File: config.mk
export PLATFORM = sky130hd
export DESIGN_NAME = humidity_sensor_frame_checker_top
export DESIGN_NICKNAME = d
export VERILOG_FILES = /design/src/rtl/core/hsfc_pkg.sv /design/src/rtl/core/humidity_sensor_frame_checker_top.sv
export VERILOG_INCLUDE_DIRS = /design/src /design/src/rtl/core
export SDC_FILE = /design/constraint.sdc
export NUM_CORES = 1
export LEC_CHECK = 0
export BUFFER_PORTS_ARGS = -buffer_cell sky130_fd_sc_hd__buf_2
export CAP_MARGIN = 10
export CELL_PAD_IN_SITES_DETAIL_PLACEMENT = 0
export CELL_PAD_IN_SITES_GLOBAL_PLACEMENT = 2
export CORE_MARGIN = 1
export CORE_UTILIZATION = 42
export DETAILED_ROUTE_END_ITERATION = 10
export PLACE_DENSITY_LB_ADDON = 0.1
export SLEW_MARGIN = 20
export SYNTH_ARGS = -nofsm -noshare
export SYNTH_HDL_FRONTEND = slang
export SYNTH_SLANG_ARGS = --single-unit
File: constraint.sdc
create_clock -name i_clk -period 7.4 [get_ports i_clk]
set_clock_uncertainty 0.1 [all_clocks]
set_input_delay 0.74 -clock i_clk [delete_from_list [all_inputs] [get_ports i_clk]]
set_output_delay 0.74 -clock i_clk [all_outputs]
set_load 0.03 [all_outputs]
File: src/rtl/core/assert_macros.svh
// Assertion helpers shared by the RTL. Both sample on i_clk and are
// disabled while i_rst_n is low.
`ifndef ASSERT_MACROS_SVH
`define ASSERT_MACROS_SVH

`define HSFC_ASSERT(lbl, prop) \
    lbl: assert property (@(posedge i_clk) disable iff (!i_rst_n) (prop)) \
        else $error("assertion failed");

`define HSFC_ASSERT_IMP(lbl, ante, cons) \
    `HSFC_ASSERT(lbl, (ante) |-> (cons))

`endif

File: src/rtl/core/hsfc_pkg.sv
`default_nettype none

package hsfc_pkg;

    localparam logic [7:0]         CRC_POLY    = 8'h31;
    localparam logic [7:0]         CRC_INIT    = 8'hFF;
    localparam logic [14:0]        TEMP_SPAN   = 15'd31500;
    localparam logic [13:0]        HUM_SPAN    = 14'd10000;
    localparam logic signed [15:0] TEMP_OFFSET = -16'sd4900;
    localparam logic [15:0]        FULL_SCALE  = 16'hFFFF;

    // Byte position inside the six-byte frame.
    typedef enum logic [2:0] {
        POS_T_HI  = 3'd0,
        POS_T_LO  = 3'd1,
        POS_T_CRC = 3'd2,
        POS_H_HI  = 3'd3,
        POS_H_LO  = 3'd4,
        POS_H_CRC = 3'd5
    } t_pos;

    typedef struct packed {
        logic [7:0] data_byte;
        logic       frame_start;
    } t_in_beat;

    typedef struct packed {
        logic signed [15:0] temperature_centi_f;
        logic [13:0]        humidity_centi_pct;
        logic               temperature_crc_ok;
        logic               humidity_crc_ok;
    } t_out_beat;

    // One CRC-8 byte step, MSB first, eight unrolled shifts.
    function automatic logic [7:0] crc_byte(input logic [7:0] crc, input logic [7:0] b);
        logic [7:0] c;
        c = crc ^ b;
        for (int i = 0; i < 8; i++) begin
            if (c[7]) begin
                c = {c[6:0], 1'b0} ^ CRC_POLY;
            end else begin
                c = {c[6:0], 1'b0};
            end
        end
        return c;
    endfunction

    // floor(x / 65535) for x below 2^31: x = q0 * 65536 + lo, so
    // x - q0 * 65535 = lo + q0, which stays below twice the divisor.
    function automatic logic [14:0] div_full_scale(input logic [30:0] x);
        logic [14:0] q0;
        logic [16:0] rem;
        q0  = x[30:16];
        rem = {1'b0, x[15:0]} + {2'b00, q0};
        return (rem >= {1'b0, FULL_SCALE}) ? q0 + 15'd1 : q0;
    endfunction

endpackage

`default_nettype wire

File: src/rtl/core/humidity_sensor_frame_checker_top.sv
// Channel | Direction | Handshake                  | Payload
// --------+-----------+----------------------------+-----------------------------
// in      | into      | i_in_valid / o_in_ready    | i_in_beat  (hsfc_pkg::t_in_beat)
// out     | out of    | o_out_valid / i_out_ready  | o_out_beat (hsfc_pkg::t_out_beat)
//
// One byte beat is taken per cycle while o_in_ready is high. A byte is held in
// the input register; when it moves on, the sixth byte of a frame loads its
// result beat into the output register, where it waits until it is taken.
// Reset is synchronous and active low; it clears the frame position, the CRC,
// the held readings and both valid flags.
// o_in_ready drops only when the input register holds a byte while the output
// register holds a result that is not being taken that cycle.

`default_nettype none

`include "assert_macros.svh"

module humidity_sensor_frame_checker_top (
    input  wire logic                 i_clk,
    input  wire logic                 i_rst_n,
    input  wire logic                 i_in_valid,
    output logic                      o_in_ready,
    input  wire hsfc_pkg::t_in_beat   i_in_beat,
    output logic                      o_out_valid,
    input  wire logic                 i_out_ready,
    output hsfc_pkg::t_out_beat       o_out_beat
);

    // Input register
    logic               r_in_valid;
    hsfc_pkg::t_in_beat r_in;

    // Frame state
    hsfc_pkg::t_pos     r_pos,         n_pos;
    logic [7:0]         r_crc,         n_crc;
    logic [7:0]         r_hi,          n_hi;
    logic               r_temp_flag,   n_temp_flag;
    logic [30:0]        r_temp_prod,   n_temp_prod;   // 31500 * raw temperature word
    logic [29:0]        r_hum_prod,    n_hum_prod;    // 10000 * raw humidity word
    logic signed [15:0] r_held_temp,   n_held_temp;
    logic [13:0]        r_held_hum,    n_held_hum;

    // Output register
    logic                r_out_valid;
    hsfc_pkg::t_out_beat r_out, n_out;

    logic               advance;
    logic               fire;
    logic               emit;
    hsfc_pkg::t_pos     eff_pos;
    logic [15:0]        raw_word;
    logic [7:0]         crc_step;
    logic [14:0]        temp_q;
    logic [14:0]        hum_q;
    logic signed [15:0] temp_val;
    logic               hum_ok;

    // The input stage moves on whenever the output register is free or drains.
    always_comb begin
        advance    = !r_out_valid || i_out_ready;
        o_in_ready = !r_in_valid || advance;
        fire       = r_in_valid && advance;
    end

    always_ff @(posedge i_clk) begin
        if (!i_rst_n) begin
            r_in_valid <= 1'b0;
        end else if (o_in_ready) begin
            r_in_valid <= i_in_valid;
        end
    end

    always_ff @(posedge i_clk) begin
        if (o_in_ready) begin
            r_in <= i_in_beat;
        end
    end

    // Frame decode, CRC and scaling on the registered byte.
    always_comb begin
        eff_pos  = r_in.frame_start ? hsfc_pkg::POS_T_HI : r_pos;
        raw_word = {r_hi, r_in.data_byte};
        crc_step = hsfc_pkg::crc_byte(r_crc, r_in.data_byte);
        temp_q   = hsfc_pkg::div_full_scale(r_temp_prod);
        hum_q    = hsfc_pkg::div_full_scale({1'b0, r_hum_prod});
        temp_val = $signed({1'b0, temp_q}) + hsfc_pkg::TEMP_OFFSET;
        hum_ok   = (r_crc == r_in.data_byte);

        n_pos       = r_pos;
        n_crc       = r_crc;
        n_hi        = r_hi;
        n_temp_flag = r_temp_flag;
        n_temp_prod = r_temp_prod;
        n_hum_prod  = r_hum_prod;
        n_held_temp = r_held_temp;
        n_held_hum  = r_held_hum;
        emit        = 1'b0;

        n_out.temperature_centi_f = r_held_temp;
        n_out.humidity_centi_pct  = r_held_hum;
        n_out.temperature_crc_ok  = r_temp_flag;
        n_out.humidity_crc_ok     = hum_ok;

        if (fire) begin
            unique case (eff_pos)
                hsfc_pkg::POS_T_HI: begin
                    n_crc = hsfc_pkg::crc_byte(hsfc_pkg::CRC_INIT, r_in.data_byte);
                    n_hi  = r_in.data_byte;
                    n_pos = hsfc_pkg::POS_T_LO;
                end
                hsfc_pkg::POS_H_HI: begin
                    n_crc = hsfc_pkg::crc_byte(hsfc_pkg::CRC_INIT, r_in.data_byte);
                    n_hi  = r_in.data_byte;
                    n_pos = hsfc_pkg::POS_H_LO;
                end
                hsfc_pkg::POS_T_LO: begin
                    n_crc       = crc_step;
                    n_temp_prod = 31'(raw_word) * 31'(hsfc_pkg::TEMP_SPAN);
                    n_pos       = hsfc_pkg::POS_T_CRC;
                end
                hsfc_pkg::POS_T_CRC: begin
                    n_temp_flag = (r_crc == r_in.data_byte);
                    n_crc       = hsfc_pkg::CRC_INIT;
                    n_pos       = hsfc_pkg::POS_H_HI;
                end
                hsfc_pkg::POS_H_LO: begin
                    n_crc      = crc_step;
                    n_hum_prod = 30'(raw_word) * 30'(hsfc_pkg::HUM_SPAN);
                    n_pos      = hsfc_pkg::POS_H_CRC;
                end
                default: begin
                    // Last byte: check humidity CRC, update held readings, emit.
                    n_crc = hsfc_pkg::CRC_INIT;
                    n_pos = hsfc_pkg::POS_T_HI;
                    emit  = 1'b1;
                    if (r_temp_flag) begin
                        n_held_temp = temp_val;
                    end
                    if (hum_ok) begin
                        n_held_hum = hum_q[13:0];
                    end
                    n_out.temperature_centi_f = n_held_temp;
                    n_out.humidity_centi_pct  = n_held_hum;
                end
            endcase
        end
    end

    always_ff @(posedge i_clk) begin
        if (!i_rst_n) begin
            r_pos       <= hsfc_pkg::POS_T_HI;
            r_crc       <= hsfc_pkg::CRC_INIT;
            r_hi        <= '0;
            r_temp_flag <= 1'b0;
            r_held_temp <= '0;
            r_held_hum  <= '0;
        end else begin
            r_pos       <= n_pos;
            r_crc       <= n_crc;
            r_hi        <= n_hi;
            r_temp_flag <= n_temp_flag;
            r_held_temp <= n_held_temp;
            r_held_hum  <= n_held_hum;
        end
    end

    // Products are written before they are read in every frame.
    always_ff @(posedge i_clk) begin
        r_temp_prod <= n_temp_prod;
        r_hum_prod  <= n_hum_prod;
    end

    // Output register: load on the last byte, drop once taken.
    always_ff @(posedge i_clk) begin
        if (!i_rst_n) begin
            r_out_valid <= 1'b0;
        end else if (fire && emit) begin
            r_out_valid <= 1'b1;
        end else if (i_out_ready) begin
            r_out_valid <= 1'b0;
        end
    end

    always_ff @(posedge i_clk) begin
        if (fire && emit) begin
            r_out <= n_out;
        end
    end

    assign o_out_valid = r_out_valid;
    assign o_out_beat  = r_out;

    `HSFC_ASSERT_IMP(a_result_from_last_byte, $rose(r_out_valid), $past(fire && emit))
    `HSFC_ASSERT_IMP(a_stall_only_when_full, !o_in_ready,
                     r_in_valid && r_out_valid && !i_out_ready)
    `HSFC_ASSERT_IMP(a_hum_range, r_out_valid, r_out.humidity_centi_pct <= 14'd10000)
    `HSFC_ASSERT_IMP(a_temp_range, r_out_valid,
                     (r_out.temperature_centi_f >= -16'sd4900) &&
                     (r_out.temperature_centi_f <= 16'sd26600))

endmodule

`default_nettype wire

**Yosys cells after proc, flatten, opt, wreduce, memory -nomap -nowiden**

Cells that the tools add are included.

- Output and inout bits: 34
- Bits in latches: 0
- Word-level logic and storage cells: 136
- Bits in read-only memories: 0
- Memories: 0
- Bits of input ports: 13
- Memory bits (writable): 0
- Flip-flop bits (word level): 148

- Shift operators: 0
- $lt $le $gt $ge: 2
- Bitwise logic cells: 26
- Reductions and logical operators: 16
- Multiplexer cells: 64
- Div/mod/pow operators: 0
- Add/sub/neg operators: 5
- Equality and inequality tests: 5
- Multiply operators: 2

Operators by type and width:

| operator | number |
|---|---|
| 8-bit 2-to-1 mux | 28 |
| 6-bit 2-to-1 mux | 23 |
| 3-bit inverter | 23 |
| 30-bit 2-to-1 mux | 2 |
| 17-bit by 16-bit >= comparator with 1-bit output, second input constant | 2 |
| 16-bit by 13-bit multiplier with 29-bit output, second input constant | 1 |
| 14-bit 2-to-1 mux | 2 |
| 16-bit by 10-bit multiplier with 26-bit output, second input constant | 1 |
| 8-bit case mux with 3 select lines | 1 |
| 16-bit by 14-bit adder with 17-bit output | 1 |
| 16-bit by 15-bit adder with 17-bit output | 1 |
| 16-bit by 14-bit adder with 16-bit output, second input constant | 1 |
| 16-bit 2-to-1 mux | 1 |
| 15-bit by 1-bit adder with 15-bit output, second input constant | 1 |
| 15-bit 2-to-1 mux | 1 |
| 3-bit case mux with 5 select lines | 1 |
| 14-bit by 1-bit adder with 14-bit output, second input constant | 1 |
| 2-bit AND reduction | 5 |
| 8-bit == test | 1 |
| 8-bit inverter | 1 |
| 8-bit XOR | 1 |
| 3-bit by 2-bit == test with 1-bit output, second input constant | 2 |
| 5-bit OR reduction | 1 |
| 1-bit 2-to-1 mux | 4 |
| other kinds (10) | 14 |

**Longest topological paths before layout**

Gate-level depths: netlist of run 1.

- Depth after elaboration: 32
- Mapped depth: 23
- Mapped depth without buffers: 22

**Worst setup path before layout of run 1**

Ideal clock, no wire load.

- Kind: register to register
- Start: register r_temp_prod[18]
- End: register r_held_temp[14]
- Stages on the path, launching flop included: 23
- Setup slack: 1.722 ns
- Arrival time: 5.503 ns
- Setup time: 0.074 ns
- Path buffers: 1
- Period minus slack after synthesis: 5.678 ns
- Path through: edfxtp_1 > ha_1 > inv_1 > fa_1 > or4b_1 > or4_1 > a211oi_2 > nand4_2 > nor4_4 > a21oi_4 > clkbuf_1 > nor3b_1 > xnor2_1 > ha_1 > a22oi_1 > nor2b_1 > nand2_1 > o221ai_1 > o32ai_4 > a21boi_2 > or4_1 > o311a_1 > a31oi_2

- Cells in the longest elaborated chain, start to end: 5
- Elaborated cells between the ends (all ways): 6
- Those cells by class: 3 x add/sub; 1 x order compare; 2 x mux

Ends and longest elaborated chain:

| element | RTL line | RTL |
|---|---|---|
| start, declared | humidity_sensor_frame_checker_top.sv:38 | `logic [30:0] r_temp_prod, n_temp_prod;` |
| start signal, assigned | humidity_sensor_frame_checker_top.sv:169 | `r_temp_prod <= n_temp_prod;` |
| 16-bit by 15-bit adder with 17-bit output | hsfc_pkg.sv:54 | `rem = {1'b0, x[15:0]} + {2'b00, q0};` |
| 17-bit by 16-bit >= comparator with 1-bit output | hsfc_pkg.sv:55 | `return (rem >= {1'b0, FULL_SCALE}) ? q0 + 15'd1 : q0;` |
| 15-bit 2-to-1 mux (*) | hsfc_pkg.sv:55 |  |
| 16-bit by 14-bit adder with 16-bit output (*) | humidity_sensor_frame_checker_top.sv:86 | `temp_val = $signed({1'b0, temp_q}) + hsfc_pkg::TEMP_OFFSET;` |
| 16-bit 2-to-1 mux (*) | humidity_sensor_frame_checker_top.sv:136 | `if (r_temp_flag) begin` |
| end signal, assigned | humidity_sensor_frame_checker_top.sv:162 | `r_held_temp <= n_held_temp;` |
| end, declared | humidity_sensor_frame_checker_top.sv:40 | `logic signed [15:0] r_held_temp, n_held_temp;` |

Every way passes the cells marked *; elsewhere a longest branch is shown, timed or not.
A chain may end at the register's enable or synchronous reset.

**Worst setup path after layout of run 1**

- Start: register r_in[1] (netlist name)
- End: register r_temp_prod[30] (data pin)

- Cells in the longest elaborated chain, start to end: 1

Ends and longest elaborated chain:

| element | RTL line | RTL |
|---|---|---|
| start, declared | humidity_sensor_frame_checker_top.sv:31 | `hsfc_pkg::t_in_beat r_in;` |
| start signal, assigned | humidity_sensor_frame_checker_top.sv:75 | `r_in <= i_in_beat;` |
| 16-bit by 13-bit multiplier with 29-bit output | humidity_sensor_frame_checker_top.sv:118 | `n_temp_prod = 31'(raw_word) * 31'(hsfc_pkg::TEMP_SPAN);` |

Every way passes these cells.

==> run_results.csv, run 1 <==
group,metric,value,unit
drt,drt-initial-drc-count,607,
worst_setup_path,max_stage_delay,0.81,ns
worst_setup_path,arrival,6.33,ns
worst_setup_path,worstSetupEndpointType,"register",
drt,drc,0,
timing,fin_crit,6.26,ns
layout,final_core_util,0.466,
drt,routed_wl,32200,um
synth,avgSynthCellArea,9.81,um2
power,power.internal,2220,uW
die,start_util,0.426,
clock_network,post_cts_buffers,0,
clock_network,htreeDepth,4,
power,power.switching,1370,uW
clock_network,cts_buffers,17,
synth,ys_warn_count,0,
synth,async_flop_share,0,
worst_setup_path,path_depth,19,
timing,tightest_slew,1.06,ns
layout,area_delta_synth_final,9.49,%
synth,synth_area,0.0138,mm2
min_path,hp-start,"r_held_temp[7]$_SDFFE_PN0P_",
timing,finalWorstSetupSlack,1.14,ns
place,gp_congestion,0.825,
worst_setup_path,r2r-start,"r_in[1]$_DFFE_PP_",
worst_setup_path,crit_fanout,12,
worst_setup_path,path_delay_family,"adder cells",
timing,slew_violations,0,
die,die_h,183,um
synth,synth_nets,1720,
synth,synth_flop_cell,"edfxtp_1",
timing,setup_viol,0,
power,power_frac_comb,0.464,
worst_setup_path,crit_type,"register to register",
global_routing,first_global_vias,9578,
synth,ys_ff_latch,148,
layout,fin_area,0.0151,mm2
place,io_buffer_count,46,
timing,relSlewSlack,0.291,
synth,synth_seq_area_share,0.284,
die,fp.dieW,183,um
clock_network,post_cts_resized,0,
worst_setup_path,crit_required,7.48,ns
power,ir_worst_vdd,0.000140,V
drt,ant_nets,0,
clock_network,clk_pin_slew_worst_paths,0.07,ns
job,maxCapViolCount,0,
min_path,holdPathEnd,"r_held_temp[7]$_SDFFE_PN0P_",
power,sw_frac_of_total,0.381,
min_path,hold_class,"register to register",
drt,vias_per_cell,5.24,
clock_network,clock_sinks,148,
die,core-area,0.0325,mm2
synth,postSynthCellCount,1409,
power,power.total,3590,uW
timing,hold_violations,0,
layout,drive_above_1_share,0.0720,
die,pin_count,47,
timing,setup_tns,0,ns
global_routing,overflow,0,
worst_setup_path,r2r_cells,19,
power,p_seq_frac,0.284,
drt,dr.pass1.iters,5,
clock_network,clk_latency,0.44,ns
worst_setup_path,cpMaxStageDelayCell,"edfxtp_1",
synth,ys_types,70,
global_routing,grt_use_total,0.203,
worst_setup_path,start_kind,"register",
layout,nets,1756,
worst_setup_path,crit_path_cell_trace,"ha_1 > ha_1 > inv_1 > fa_1 > fa_1 > inv_1 > fa_1 > ha_1 > or4_1 > a21oi_1 > o31ai_1 > a21oi_1 > o21ai_0 > o221ai_1 > o21ai_0 > nor3_1 > o21bai_1 > a21oi_1 > xnor2_1",
global_routing,grt_pass1_wl,52800,um
drt,wire_per_inst,16.9,um
clock_network,cts_hold_buf,0,
place,placed_area,0.0145,mm2
place,pre_cts_ws,1.20,ns
timing,fmax,160,MHz
timing,min_period_over_period,0.845,
worst_setup_path,crit_buf_inv,2,
worst_setup_path,worstReg2RegEnd,"r_temp_prod[30]$_DFFE_PP_",
clock_network,cts_tree,"built",
drt,via_count,9957,
run_status,status,"finished clean",
worst_setup_path,r2r_setup_slack,1.14,ns
clock_network,cts_buffer_depth,2,
power,p_leak,0.00685,uW
layout,antenna_cells,0,
timing,rsz0062_at_grt,"false",
clock_network,clockRootBuffer,"clkbuf_16",
die,die-area,0.0336,mm2
synth,synth-edff-count,96,
die,rows,66,
worst_setup_path,crit_start,"r_in[1]$_DFFE_PP_",
global_routing,grt_max_degree,35,
min_path,whs_path_depth,2,
global_routing,antenna_found_initial,1,
power,power.density,238,mW/mm2
place,dp_hpwl,25600,um
power,pwr-share-clk,0.252,
## synthesized netlist by cell type, drive strengths merged (8+ instances only)
| master | n | area share |
|---|---|---|
| a211oi | 23 | 0.013 |
| a21o | 11 | 0.0060 |
| a21oi | 80 | 0.030 |
| a31oi | 8 | 0.0041 |
| and2 | 27 | 0.012 |
| and3 | 8 | 0.0036 |
| clkbuf | 33 | 0.0090 |
| dfxtp | 52 | 0.075 |
| edfxtp | 96 | 0.21 |
| fa | 97 | 0.14 |
| ha | 201 | 0.18 |
| inv | 192 | 0.052 |
| nand2 | 68 | 0.018 |
| nand2b | 12 | 0.0054 |
| nand3 | 24 | 0.0087 |
| nand4 | 13 | 0.0063 |
| nor2 | 109 | 0.030 |
| nor2b | 8 | 0.0036 |
| nor3 | 29 | 0.011 |
| o211ai | 8 | 0.0043 |
| o21a | 14 | 0.0076 |
| o21ai | 62 | 0.022 |
| o21bai | 16 | 0.0087 |
| or4 | 10 | 0.0054 |
| xnor2 | 89 | 0.056 |
| xor2 | 27 | 0.017 |
## stage by stage
step | instances | hold slack (ns)
final | 1900 | 0.362
after global routing | 1900 | 0.365
after CTS | 1900 | 0.360
after detailed placement | 1868 | 0.358
after global placement | 1868 | 0.347
after floorplan | 1409 | 0.340
## logic make-up after synthesis
family	after synthesis	share of synthesized area
compound gates	269	0.128
xor+xnor	116	0.0735
fa+ha+maj	298	0.323
buf+inv	231	0.0636
flops	148	0.284
mux	9	0.00670
simple gates	338	0.122
## worst register-to-register path, delay by kind of cell, from the launching register on
| family | cells | cell delay (ns) |
|---|---|---|
| compound gates | 8 | 1.69 |
| xor+xnor | 1 | 0.10 |
| fa+ha+maj | 6 | 2.47 |
| buf+inv | 2 | 0.11 |
| flops | 1 | 0.81 |
| simple gates | 2 | 0.74 |
## per-layer routing
metal / part of all wire / GRT usage / wire [um] / up-vias
met3: 0.034 / 0.0284 / 1080 / 19
li1: - / - / - / 4954
met5: 0 / 0 / 0 / -
met4: 0.0082 / 0.0410 / 265 / 0
met1: 0.53 / 0.307 / 16900 / 4820
met2: 0.43 / 0.307 / 13900 / 164
## worst max-delay path by stage
stage          slack, ns                           end
6_report            1.14     r_temp_prod[30]$_DFFE_PP_
5_1_grt             0.78     r_temp_prod[30]$_DFFE_PP_
4_1_cts             1.17     r_temp_prod[30]$_DFFE_PP_
2_1_floorplan       1.72  r_held_temp[14]$_SDFFE_PN0P_
3_5_place_dp        1.20     r_temp_prod[30]$_DFFE_PP_
3_3_place_gp        1.30     r_temp_prod[30]$_DFFE_PP_
## registers in the layout (all words and copies together), names as in the netlist, 3 cells and up
| register | flops |
|---|---|
| o_out_beat | 32 |
| r_temp_prod | 29 |
| r_hum_prod | 26 |
| r_held_temp | 16 |
| r_held_hum | 14 |
| r_in | 9 |
| r_crc | 8 |
| r_hi | 8 |
| r_pos | 3 |
## layout by cell type (no fill, tap or decap), drive strengths merged, types with 6 or more instances in the layout
cell    instances
nand4          13
buf            55
a211oi         23
xnor2          89
o22ai           6
edfxtp         96
o211ai          8
ha            201
nand2          68
o21bai         16
o31ai           7
or2             6
nor4            6
nand3          24
o21a           14
a31oi           8
nand2b         12
mux2i           7
a21oi          80
xor2           27
and3            8
dfxtp          52
nor2b           8
nor2          109
clkbuf         19
nor3           29
and2           27
fa             97
or4            10
inv           197
a21o           11
o21ai          62
## final cells by class
cell class | count | area, um2
Clock buffer | 19 | 433
Clock inverter | 13 | 173
Fill cell | 3161 | 17300
Inverter | 193 | 724
Multi-Input combinational cell | 1030 | 9020
Sequential cell | 148 | 3920
Tap cell | 442 | 553
Timing Repair Buffer | 55 | 298
## power by group through the flow
| stage | registers [uW] | clock network [uW] | logic, uW |
|---|---|---|---|
| final | 1020 | 907 | 1670 |
| after global routing | 1020 | 961 | 1920 |
| after CTS | 1020 | 927 | 1710 |
| after detailed placement | 1040 | 0 | 1690 |
| after global placement | 1040 | 0 | 1700 |
| after floorplan | 1020 | 0 | 1290 |
Note: power is estimated with default switching activity, not from simulation.
==> run 2, diff against run 1 <==
--- a/config.mk
+++ b/config.mk
@@ -11,7 +11,7 @@
 export CELL_PAD_IN_SITES_DETAIL_PLACEMENT = 0
 export CELL_PAD_IN_SITES_GLOBAL_PLACEMENT = 2
 export CORE_MARGIN = 1
-export CORE_UTILIZATION = 42
+export CORE_UTILIZATION = 38
 export DETAILED_ROUTE_END_ITERATION = 10
 export PLACE_DENSITY_LB_ADDON = 0.1
 export SLEW_MARGIN = 20
==> constraint.sdc (replaced) <==
create_clock -name i_clk -period 5.3 [get_ports i_clk]
set_clock_uncertainty 0.1 [all_clocks]
set_input_delay 0.53 -clock i_clk [delete_from_list [all_inputs] [get_ports i_clk]]
set_output_delay 0.53 -clock i_clk [all_outputs]
set_load 0.03 [all_outputs]
==> run 2 against run 1 <==
- the flow now finishes with violations (design-rule violations, negative setup slack)
- first-iteration DRC count up 7.1%
- sequential power is 36% higher
- register-to-register slack got worse by 1.1 ns
- combinational power increased by 77%
- sequential share of layout area is 2.0 points lower
- cell count is 6.6% higher
- via count up 3.6%
- critical path type unchanged
- critical endpoint is now r_held_temp[14]$_SDFFE_PN0P_
==> run_results.csv, run 2 (same netlist as run 1, synthesis figures left out) <==
group,metric,value,unit
run_status,status,"finished, violations left",
run_status,violations,"design-rule violations, negative setup slack",
clock_network,cts_buffer_depth,2,
timing,fmax,189,MHz
layout,fin_area,0.0164,mm2
timing,fin_crit,5.30,ns
clock_network,clockRootBuffer,"clkbuf_16",
worst_setup_path,crit_top_cell,"ha_2",
global_routing,grt_max_degree,35,
clock_network,cts_tree,"built",
power,p_leak,0.00740,uW
drt,via_count,10300,
power,power.density,339,mW/mm2
clock_network,cts_buffers,17,
clock_network,clk_pin_slew_worst_paths,0.07,ns
global_routing,antenna_found_initial,1,
global_routing,grt_use_total,0.196,
die,core-area,0.0357,mm2
drt,routed_wl,34500,um
power,p_seq_frac,0.251,
die,fp.dieW,193,um
global_routing,overflow,0,
die,rows,69,
power,power_frac_comb,0.534,
drt,dr.pass1.iters,8,
job,maxCapViolCount,0,
layout,final_cell_mix,"ha_1 (186), inv_1 (182), nor2_1 (106)",
die,start_util,0.387,
layout,largest_reg_flops,32,
worst_setup_path,crit_path_cell_trace,"ha_2 > inv_2 > fa_1 > or4b_4 > or4_4 > a211oi_2 > nand4_2 > nor4_4 > a21oi_4 > nor3b_2 > xnor2_1 > ha_2 > a22oi_2 > nor2b_1 > nand2_1 > o221ai_2 > o32ai_4 > a21boi_2 > or4_1 > o311a_1 > a31oi_2",
place,dp_hpwl,27500,um
timing,finalWorstSetupSlack,-0.00416,ns
power,power.internal,3440,uW
power,sw_frac_of_total,0.380,
worst_setup_path,cpMaxStageDelayCell,"or4b_4",
worst_setup_path,crit_buf_inv,1,
drt,ant_nets,0,
drt,drt-initial-drc-count,650,
timing,slew_violations,0,
timing,relSlewSlack,0.282,
die,pin_count,47,
timing,hold_violations,0,
place,placed_area,0.0152,mm2
worst_setup_path,crit_fanout,4,
layout,final_common_cell,"ha_1",
worst_setup_path,crit_type,"register to register",
timing,rsz0062_at_grt,"true",
worst_setup_path,max_stage_delay,0.52,ns
drt,wire_per_inst,17.0,um
die,die_h,193,um
worst_setup_path,worstSetupEndpointType,"register",
power,ir_worst_vdd,0.000290,V
layout,drive_above_1_share,0.179,
die,die-area,0.0371,mm2
worst_setup_path,start_kind,"register",
worst_setup_path,arrival,5.54,ns
power,power.switching,2110,uW
min_path,hold_class,"input pin to register",
place,io_buffer_count,46,
global_routing,grt_pass1_wl,55600,um
clock_network,htreeDepth,4,
layout,nets,1861,
layout,area_delta_synth_final,18.5,%
clock_network,clock_sinks,148,
drt,vias_per_cell,5.09,
timing,setup_tns,-0.00416,ns
drt,drc,36,
worst_setup_path,path_delay_family,"simple AND/OR/NAND/NOR gates",
timing,tightest_slew,1.07,ns
place,gp_congestion,0.816,
worst_setup_path,crit_required,5.54,ns
power,pwr-share-clk,0.215,
timing,setup_viol,1,
clock_network,cts_hold_buf,0,
timing,min_period_over_period,1.00,
clock_network,clk_latency,0.44,ns
global_routing,first_global_vias,10100,
-- run 2: cell types whose count changed in the layout (fill, tap and decap cells not counted), moves of 7 or more --
cell	delta
inv_1	-10
a21oi_1	-10
ha_1	-15
buf_6	+10
o21ai_0	-9
ha_4	+9
a21oi_2	+7
inv_2	+10
buf_4	+93
-- run 2: power groups by stage --
stage	sequential [uW]	combinational, uW	clock, uW
2_1_floorplan	1420	1830	0
3_3_place_gp	1420	2630	0
3_5_place_dp	1420	2620	0
4_1_cts	1390	2740	1220
5_1_grt	1400	3350	1270
6_report	1390	2960	1190
-- run 2: what timing repair did --
item,4_1_cts,5_1_grt
resized for setup,16,72
endpoints found under the hold margin,0,0
setup endpoints to repair,7,22
pin swaps,17,70
buffers inserted,12,15
-- run 2: stage by stage --
step                utilization  setup WS, ns  hold WS [ns]  instances  power, uW
finish                    0.459      -0.00416         0.160       2026       5550
global placement          0.427        -0.114         0.349       1967       4050
CTS                       0.447      0.000741         0.132       2011       5350
global route              0.459        -0.226         0.134       2024       6010
detailed placement        0.427        -0.109         0.358       1967       4040
floorplan                     -        -0.214         0.340       1409       3260
-- run 2: per-layer routing --
layer | GRT usage | share of wire | up-vias
met4 | 0.0439 | 0.0098 | 0
met1 | 0.292 | 0.52 | 4986
li1 | - | - | 5157
met2 | 0.294 | 0.44 | 156
met3 | 0.0316 | 0.034 | 19
met5 | 0 | 0 | -
-- run 2: path summary, 6_finish.rpt --
kind / slack, ns / startpoint / depth (start not counted) / to
hold / removal: 0.16 / i_in_beat[1] / 1 / r_in[1]$_DFFE_PP_
setup reg to reg: -0.004 / r_temp_prod[18]$_DFFE_PP_ / 21 / r_held_temp[14]$_SDFFE_PN0P_
setup / recovery: -0.004 / r_temp_prod[18]$_DFFE_PP_ / 21 / r_held_temp[14]$_SDFFE_PN0P_
hold reg to reg: 0.36 / r_held_temp[0]$_SDFFE_PN0P_ / 2 / r_held_temp[0]$_SDFFE_PN0P_
-- run 2: cell type report --
class	count	area, um2
clock buffers	24	515
clock inverters	8	60.1
flip-flops and latches	148	3920
inverters	193	724
fillers	3419	19300
well taps	461	577
repair buffers	160	1150
multi-input cells	1030	9410
diodes	2	5.00
==> run 3, diff against run 2 <==
--- a/config.mk
+++ b/config.mk
@@ -11,7 +11,8 @@
 export CELL_PAD_IN_SITES_DETAIL_PLACEMENT = 0
 export CELL_PAD_IN_SITES_GLOBAL_PLACEMENT = 2
 export CORE_MARGIN = 1
-export CORE_UTILIZATION = 38
+export CORE_UTILIZATION = 39
+export CTS_BUF_LIST = sky130_fd_sc_hd__clkbuf_4 sky130_fd_sc_hd__clkbuf_8
 export DETAILED_ROUTE_END_ITERATION = 10
 export PLACE_DENSITY_LB_ADDON = 0.1
 export SLEW_MARGIN = 20
==> run 3 against run 2 <==
- the run now ends clean
- sequential share of layout area rose by 0.45 points
- cell count fell by 0.69%
- sequential cell count unchanged
- count of clock-buffer cells in the layout shrank 5
- core utilization rose by 0.37 points
- setup slack better by 0.087 ns
- wire length decreased by 1.6%
- die area down 2.5%
- total power shrank 4.9%
- via count shrank 1.3%
- maximum frequency increased by 1.7%
- critical endpoint is now r_temp_prod[29]$_DFFE_PP_
==> run_results.csv, run 3 (same netlist as run 1, synthesis figures left out) <==
group,metric,value,unit
timing,relSlewSlack,0.301,
die,die_h,190,um
clock_network,clk_latency,0.50,ns
timing,min_period_over_period,0.984,
die,fp.dieW,190,um
layout,nFillCells,3362,
drt,drt-initial-drc-count,459,
drt,via_count,10200,
power,ir_worst_vdd,0.000302,V
drt,vias_per_cell,5.06,
layout,multiInputGateArea,0.00936,mm2
global_routing,grt_pass1_wl,55200,um
worst_setup_path,r2r_cells,17,
power,power.density,329,mW/mm2
min_path,whs_path_depth,1,
clock_network,clk_pin_slew_worst_paths,0.09,ns
layout,final_core_util,0.463,
die,start_util,0.398,
drt,dr.pass1.iters,4,
place,gp_congestion,0.861,
global_routing,overflow,0,
clock_network,cts_hold_buf,0,
global_routing,grt_max_degree,36,
worst_setup_path,arrival,5.38,ns
die,pin_count,47,
die,rows,68,
drt,drc,0,
clock_network,clock_sinks,148,
timing,fmax,192,MHz
worst_setup_path,crit_type,"register to register",
layout,largest_reg_flops,32,
timing,rsz0062_at_grt,"true",
clock_network,htreeDepth,4,
run_status,status,"finished clean",
timing,slew_violations,0,
drt,routed_wl,34000,um
worst_setup_path,crit_top_cell,"fa_1",
worst_setup_path,worstSetupEndpointType,"register",
timing,fin_crit,5.22,ns
timing,hold_ws,0.107,ns
worst_setup_path,start_kind,"register",
place,dp_hpwl,27200,um
place,io_buffer_count,46,
layout,fin_area,0.0161,mm2
global_routing,antenna_found_initial,0,
worst_setup_path,crit_path_cell_trace,"fa_1 > inv_2 > fa_1 > fa_1 > inv_2 > fa_1 > fa_1 > ha_1 > inv_2 > o31a_1 > nor2b_4 > o21ai_4 > a2111oi_4 > o31ai_2 > o21bai_1 > a21oi_1 > xnor2_1",
die,core-area,0.0347,mm2
clock_network,cts_tree,"built",
job,maxCapViolCount,0,
clock_network,cts_buffers,17,
timing,tightest_slew,1.05,ns
layout,area_delta_synth_final,16.3,%
worst_setup_path,r2r_setup_slack,0.08,ns
clock_network,cts_buffer_depth,2,
worst_setup_path,cpMaxStageDelayCell,"fa_1",
timing,setup_viol,0,
global_routing,grt_use_total,0.198,
layout,drive_above_1_share,0.172,
layout,regArea,0.00392,mm2
layout,final_common_cell,"ha_1",
die,die-area,0.0362,mm2
worst_setup_path,crit_fanout,5,
drt,ant_nets,0,
layout,final_cell_mix,"ha_1 (189), inv_1 (185), nor2_1 (107)",
layout,antenna_cells,0,
place,placed_area,0.0152,mm2
timing,hold_violations,0,
layout,nets,1855,
clock_network,clockRootBuffer,"clkbuf_8",
drt,wire_per_inst,16.9,um
global_routing,first_global_vias,10100,
worst_setup_path,crit_required,5.46,ns
power,p_leak,0.00728,uW
worst_setup_path,max_stage_delay,0.63,ns
timing,setup_tns,0,ns
min_path,hold_class,"input pin to register",
run 3: changes by cell type in the layout (fill, tap and decap cells not counted), sizes merged, moves of 2 or more:
cell and delta:
buf -6, bufinv +3, clkbuf -5, clkinv +4, diode -2, inv -3
run 3: worst max-delay path: cells and delay by family, from the launching register on:
| family | cells | cell delay, ns |
|---|---|---|
| AO/OA/AOI/OAI | 6 | 1.09 |
| XOR/XNOR | 1 | 0.12 |
| adder cells (fa/ha/maj) | 6 | 2.83 |
| buffers and inverters | 3 | 0.14 |
| flip-flops | 1 | 0.54 |
| AND/OR/NAND/NOR | 1 | 0.14 |
run 3: layout make-up:
type | instances | share of cell area
tap | 455 | 0.0354
inverter | 193 | 0.0451
multi-input combinational | 1030 | 0.583
sequential | 148 | 0.244
clock buffer | 19 | 0.0155
clock inverter | 13 | 0.00997
timing repair buffer | 154 | 0.0668
run 3: final timing paths:
kind	endpoint	start
worst max-delay path	r_temp_prod[29]$_DFFE_PP_	r_in[3]$_DFFE_PP_
worst min-delay path	r_in[0]$_DFFE_PP_	i_in_beat[0]
worst max register to register	r_temp_prod[29]$_DFFE_PP_	r_in[3]$_DFFE_PP_
worst min register to register	r_held_temp[0]$_SDFFE_PN0P_	r_held_temp[0]$_SDFFE_PN0P_
run 3: timing repair:
item	CTS	global route
pin swaps	4	58
endpoints found under the setup margin	6	26
buffers inserted	4	12
gates resized for setup	8	62
run 3: metal layers:
metal	wire, um	track usage	up-vias
li1	-	-	5129
met1	18300	0.299	4928
met2	14500	0.297	101
met3	783	0.0265	23
met4	346	0.0471	0
met5	0	0	-
run 3: report_power, final:
part	switching [uW]	total, uW	internal (uW)
Combinational	1570	2940	1370
Sequential	28.0	1390	1370
Clock	474	948	475
run 3: stage by stage:
stage	cells	setup WS [ns]	total power, uW
final	2012	0.0826	5280
after floorplan	1409	-0.214	3260
after global placement	1965	-0.0971	4040
after global routing	2012	-0.172	5720
after detailed placement	1965	-0.0927	4030
after CTS	2001	-0.0802	5060
